$ cat config.mk
export PLATFORM = sky130hd
export DESIGN_NAME = gcd_queue
export DESIGN_NICKNAME = d
export VERILOG_FILES = /design/src/design/great_circle_destination_macros.svh /design/src/design/gcd_pkg.sv /design/src/design/gcd_queue.sv
export SDC_FILE = /design/constraint.sdc
export NUM_CORES = 1
export LEC_CHECK = 0
export BUFFER_PORTS_ARGS = -buffer_cell sky130_fd_sc_hd__buf_2
export CELL_PAD_IN_SITES_DETAIL_PLACEMENT = 0
export CELL_PAD_IN_SITES_GLOBAL_PLACEMENT = 1
export CORE_UTILIZATION = 30
export CTS_BUF_LIST = sky130_fd_sc_hd__clkbuf_16
export CTS_CLUSTER_SIZE = 10
export DETAILED_ROUTE_END_ITERATION = 12
export PLACE_DENSITY_LB_ADDON = 0.1
export SKIP_CTS_REPAIR_TIMING = 1
export SYNTH_ARGS = -nofsm -noshare
export SYNTH_HDL_FRONTEND = slang
export SYNTH_SLANG_ARGS = --single-unit
$ cat constraint.sdc
create_clock -name i_clk -period 4.1 [get_ports i_clk]
set_clock_uncertainty 0.2 [all_clocks]
set_input_delay 0.82 -clock i_clk [delete_from_list [all_inputs] [get_ports i_clk]]
set_output_delay 0.82 -clock i_clk [all_outputs]
set_load 0.05 [all_outputs]
$ cat src/design/great_circle_destination_macros.svh
// Assertion macros shared by the great circle destination design.
`ifndef GREAT_CIRCLE_DESTINATION_MACROS_SVH
`define GREAT_CIRCLE_DESTINATION_MACROS_SVH

// Same-cycle implication.
`define GCD_ASSERT_IMPLY(label, clk, rst_n, ante, cons, msg) \
    label: assert property (@(posedge clk) disable iff (!rst_n) (ante) |-> (cons)) \
        else $error(msg);

// Next-cycle implication.
`define GCD_ASSERT_NEXT(label, clk, rst_n, ante, cons, msg) \
    label: assert property (@(posedge clk) disable iff (!rst_n) (ante) |=> (cons)) \
        else $error(msg);

`endif

$ cat src/design/gcd_pkg.sv
// Shared types, constants and helper functions for the great circle destination block.
package gcd_pkg;

    localparam int CW  = 34;   // CORDIC datapath width, signed Q30
    localparam int BW  = 32;   // binary angle width, full turn = 2^32

    localparam logic signed [CW-1:0] KINV_Q30      = 34'sd652032874;
    localparam logic [BW-1:0]        QUARTER_TURN  = 32'h4000_0000;
    localparam logic [BW-1:0]        HALF_TURN     = 32'h8000_0000;
    localparam logic [BW-1:0]        MINUS_QUARTER = 32'hC000_0000;

    localparam int QUEUE_DEPTH = 4;
    localparam int QIDX_W      = 2;
    localparam int QCNT_W      = 3;

    typedef struct packed {
        logic [BW-1:0] lon;
        logic [BW-1:0] lat;
        logic [BW-1:0] az;
        logic [BW-1:0] arc;
    } t_item;

    typedef struct packed {
        logic              full;
        logic              empty;
        logic [QCNT_W-1:0] count;
    } t_q_stat;

    // Rounded Q30 product.
    function automatic logic signed [CW-1:0] qmul(input logic signed [CW-1:0] a,
                                                  input logic signed [CW-1:0] b);
        logic signed [2*CW-1:0] p;
        p = a * b;
        p = p + (2*CW)'(64'sd536870912);
        return CW'(p >>> 30);
    endfunction

    // atan(2^-i) as a binary angle.
    function automatic logic [BW-1:0] atan_tab(input logic [4:0] idx);
        logic [BW-1:0] v;
        unique case (idx)
            5'd0:  v = 32'd536870912;
            5'd1:  v = 32'd316933406;
            5'd2:  v = 32'd167458907;
            5'd3:  v = 32'd85004756;
            5'd4:  v = 32'd42667331;
            5'd5:  v = 32'd21354465;
            5'd6:  v = 32'd10679838;
            5'd7:  v = 32'd5340245;
            5'd8:  v = 32'd2670163;
            5'd9:  v = 32'd1335087;
            5'd10: v = 32'd667544;
            5'd11: v = 32'd333772;
            5'd12: v = 32'd166886;
            5'd13: v = 32'd83443;
            5'd14: v = 32'd41722;
            5'd15: v = 32'd20861;
            5'd16: v = 32'd10430;
            5'd17: v = 32'd5215;
            5'd18: v = 32'd2608;
            5'd19: v = 32'd1304;
            5'd20: v = 32'd652;
            5'd21: v = 32'd326;
            5'd22: v = 32'd163;
            5'd23: v = 32'd81;
            5'd24: v = 32'd41;
            5'd25: v = 32'd20;
            5'd26: v = 32'd10;
            5'd27: v = 32'd5;
            5'd28: v = 32'd3;
            5'd29: v = 32'd1;
            5'd30: v = 32'd1;
            5'd31: v = 32'd0;
            default: v = 32'd0;
        endcase
        return v;
    endfunction

endpackage

$ cat src/design/gcd_queue.sv
// Short word queue between front and back ends.
module gcd_queue (
    input  logic              i_clk,
    input  logic              i_rst_n,
    input  logic              i_push,
    input  gcd_pkg::t_item    i_item,
    input  logic              i_pop,
    output gcd_pkg::t_item    o_item,
    output gcd_pkg::t_q_stat  o_stat
);

    localparam int DEPTH = gcd_pkg::QUEUE_DEPTH;

    gcd_pkg::t_item                  r_mem [0:DEPTH-1];
    logic [gcd_pkg::QIDX_W-1:0]      r_wr, r_rd;
    logic [gcd_pkg::QCNT_W-1:0]      r_cnt;

    always_ff @(posedge i_clk) begin
        if (i_push) begin
            r_mem[r_wr] <= i_item;
        end
    end

    always_ff @(posedge i_clk) begin
        if (!i_rst_n) begin
            r_wr  <= '0;
            r_rd  <= '0;
            r_cnt <= '0;
        end else begin
            if (i_push) begin
                r_wr <= r_wr + 1'b1;
            end
            if (i_pop) begin
                r_rd <= r_rd + 1'b1;
            end
            if (i_push && !i_pop) begin
                r_cnt <= r_cnt + 1'b1;
            end else if (i_pop && !i_push) begin
                r_cnt <= r_cnt - 1'b1;
            end
        end
    end

    assign o_item       = r_mem[r_rd];
    assign o_stat.full  = (r_cnt == gcd_pkg::QCNT_W'(DEPTH));
    assign o_stat.empty = (r_cnt == '0);
    assign o_stat.count = r_cnt;

endmodule

==> flow_metrics.env <==
export IMPL_start_kind="register"
export IMPL_swShare=0.260
export IMPL_ys_warnings_count=0
export IMPL_synth_top_family_by_area="multiplexers"
export IMPL_grtUsageTotal=0.129
export IMPL_io_buffers=264
export IMPL_hp_class="in2reg"
export IMPL_maxCapViolCount=0
export IMPL_die_area_um2=64400
export IMPL_p_switching_uw=3270
export IMPL_pwr_share_comb=0.141
export IMPL_final_common_cell="edfxtp_1"
export IMPL_finalSetupViolations=0
export IMPL_rows=91
export IMPL_routed_wl_um=41300
export IMPL_viasPerCell=4.47
export IMPL_min_to="r_mem[0][39]"
export IMPL_r2r_start="r_wr[0]"
export IMPL_synth_cell_area_um2=19000
export IMPL_syn_avg_cell_area_um2=26.7
export IMPL_p_int_uw=9320
export IMPL_worstHoldStart="i_item[39]"
export IMPL_area_growth_pct=21.4
export IMPL_hold_slack_ns=0.236
export IMPL_gr_usage_met2=0.210
export IMPL_vias=8473
export IMPL_p_per_area_nw_per_um2=546
export IMPL_reg2reg_depth=4
export IMPL_ys_types=21
export IMPL_synthSimpleGateAreaFrac=0.00480
export IMPL_wl_per_cell_um=21.8
export IMPL_dpl_hpwl_um=25100
export IMPL_grt_max_degree=60
export IMPL_worstHoldPathCells=1
export IMPL_grt_use_met1=0.166
export IMPL_drtIter0Drc=363
export IMPL_fmax_mhz=291
export IMPL_slew_headroom=0.525
export IMPL_cp_required_ns=3.08
export IMPL_drtAntennaViolNets=0
export IMPL_synth_compound_area_frac=0.000658
export IMPL_io_pins=265
export IMPL_seqCellArea_um2=15600
export IMPL_finalPower_uw=12600
export IMPL_crit_path_end_kind="primary output"
export IMPL_synth_mux_area_frac=0.153
export IMPL_fillers=5762
export IMPL_busiest_layer="met2"
export IMPL_gr_usage_met3=0.0403
export IMPL_numCtsBuffers=60
export IMPL_syn_nets=849
export IMPL_final_area_um2=23100
export IMPL_hold_viol_final=0
export IMPL_die_h_um=254
export IMPL_grt_pass1_wl_um=61000
export IMPL_initial_core_util=0.306
export IMPL_fin_setup_tns_ns=0
export IMPL_clock_sinks=521
export IMPL_ys_seq_elements=521
export IMPL_nets=1173
export IMPL_h_tree_depth=2
export IMPL_placed_area_um2=21400
export IMPL_min_period_over_period=0.838
export IMPL_path_class="reg2out"
export IMPL_grt_setup_unrepaired="false"
export IMPL_synthAdderAreaFrac=0.00434
export IMPL_grt_overflow=0
export IMPL_cts_tree="done"
export IMPL_clkLatencyLatePin_ns=0.59
export IMPL_outcome="finished, final reports clean"
export IMPL_die_w_um=254
export IMPL_synth_seq_area_share=0.818
export IMPL_antenna_found_initial=7
export IMPL_max_clock_path_buffers=3
export IMPL_p_seq_frac=0.493
export IMPL_path_max_fanout=18
export IMPL_critPathArrivalTime_ns=2.41
export IMPL_ir_drop_mv=0.409
export IMPL_drc=0
export IMPL_drive_gt1_frac=0.461
export IMPL_reg2reg_slack_ns=1.97
export IMPL_period_minus_slack_ns=3.43
export IMPL_core_um2=62200
export IMPL_synthXorXnorAreaFrac=0.00230
export IMPL_gp_congestion=0.678
export IMPL_netlist_instances=711
export IMPL_grt_pass1_vias=9196
export IMPL_clk_pin_slew_ns=0.06
export IMPL_p_leak_uw=0.00769
export IMPL_final_core_util=0.371
export IMPL_pwr_share_clk=0.367
export IMPL_cts_root_buf="clkbuf_16"
export IMPL_final_cell_mix="edfxtp_1 (512), buf_2 (264), mux4_2 (128)"
export IMPL_multiInputGateArea_um2=3140
export IMPL_first_pass_iters=4
export IMPL_r2r_end="r_mem[0][4]"
export IMPL_drv_slew=0
export IMPL_worstMarginPinSlew_ns=0.712
Yosys cell counts:
cell      instances  area (µm²)
xnor2_1           2        17.5
buf_6             4        45.0
nor2b_1           2        12.5
a21boi_0          1        7.51
nor3_1            1        5.00
mux4_2          128        2880
nor3b_1           1        7.51
fa_1              1        20.0
nand2_1           1        3.75
xor2_1            3        26.3
ha_1              5        62.6
or3_1             1        6.26
edfxtp_1        512       15400
clkbuf_1          1        3.75
dfxtp_1           9         180
mux2i_1           2        20.0
buf_12           10         200
inv_1             4        15.0
and2_1            9        56.3
o21ai_0           1        5.00
buf_2            13        65.1
cell families (layout without fill, tap and decap cells):
group | count (synthesis) | in the layout
adder cells (fa/ha/maj) | 6 | 6
AO/OA/AOI/OAI | 2 | 2
buffers and inverters | 32 | 378
XOR/XNOR | 5 | 5
flip-flops | 521 | 521
other | 0 | 2
multiplexers | 130 | 130
AND/OR/NAND/NOR | 15 | 15
critical path: stages, from the launching register on:
cell     delay, ns
dfxtp_4       0.60
buf_4         0.40
mux4_2        0.56
buf_2         0.23
final cells by class:
| class | count | share of cell area |
|---|---|---|
| clock inverter | 23 | 0.00493 |
| sequential | 521 | 0.674 |
| timing repair buffer | 290 | 0.0722 |
| multi-input combinational | 158 | 0.136 |
| antenna | 2 | 0.000217 |
| clock buffer | 61 | 0.0661 |
| tap | 837 | 0.0454 |
| inverter | 4 | 0.000651 |
power groups by stage:
stage	clock network, µW	logic (µW)	registers, µW
after floorplan	0	1320	6300
after global placement	0	1820	6310
after detailed placement	0	1820	6320
after CTS	4790	1820	6210
after global routing	4980	1880	6230
final	4620	1770	6200
metrics by stage:
step | instances | worst slack, ns
floorplan | 711 | 1.06
global placement | 1810 | 1.21
detailed placement | 1810 | 1.18
CTS | 1894 | 0.524
global route | 1894 | 0.453
finish | 1896 | 0.666
how the worst max path moves through the flow:
stage	cells past startpoint	startpoint	slack [ns]	end
after detailed placement	3	register	1.18	o_item[65]
final	3	register	0.67	o_item[65]
after CTS	3	register	0.52	o_item[65]
after floorplan	1	i_push	1.06	r_mem[1][0]
after global placement	3	register	1.21	o_item[65]
after global routing	3	register	0.45	o_item[65]
routing by layer:
metal	share of wire	wire length, µm
met5	0.0015	60
met4	0.021	860
met3	0.064	2660
met2	0.49	20100
met1	0.43	17600
state kept, by name (all words and copies together), names as in the netlist, named ones only:
signal  flops
r_mem     512
r_cnt       3
r_rd        2
r_wr        2
Note: power is estimated with default switching activity, not from simulation.
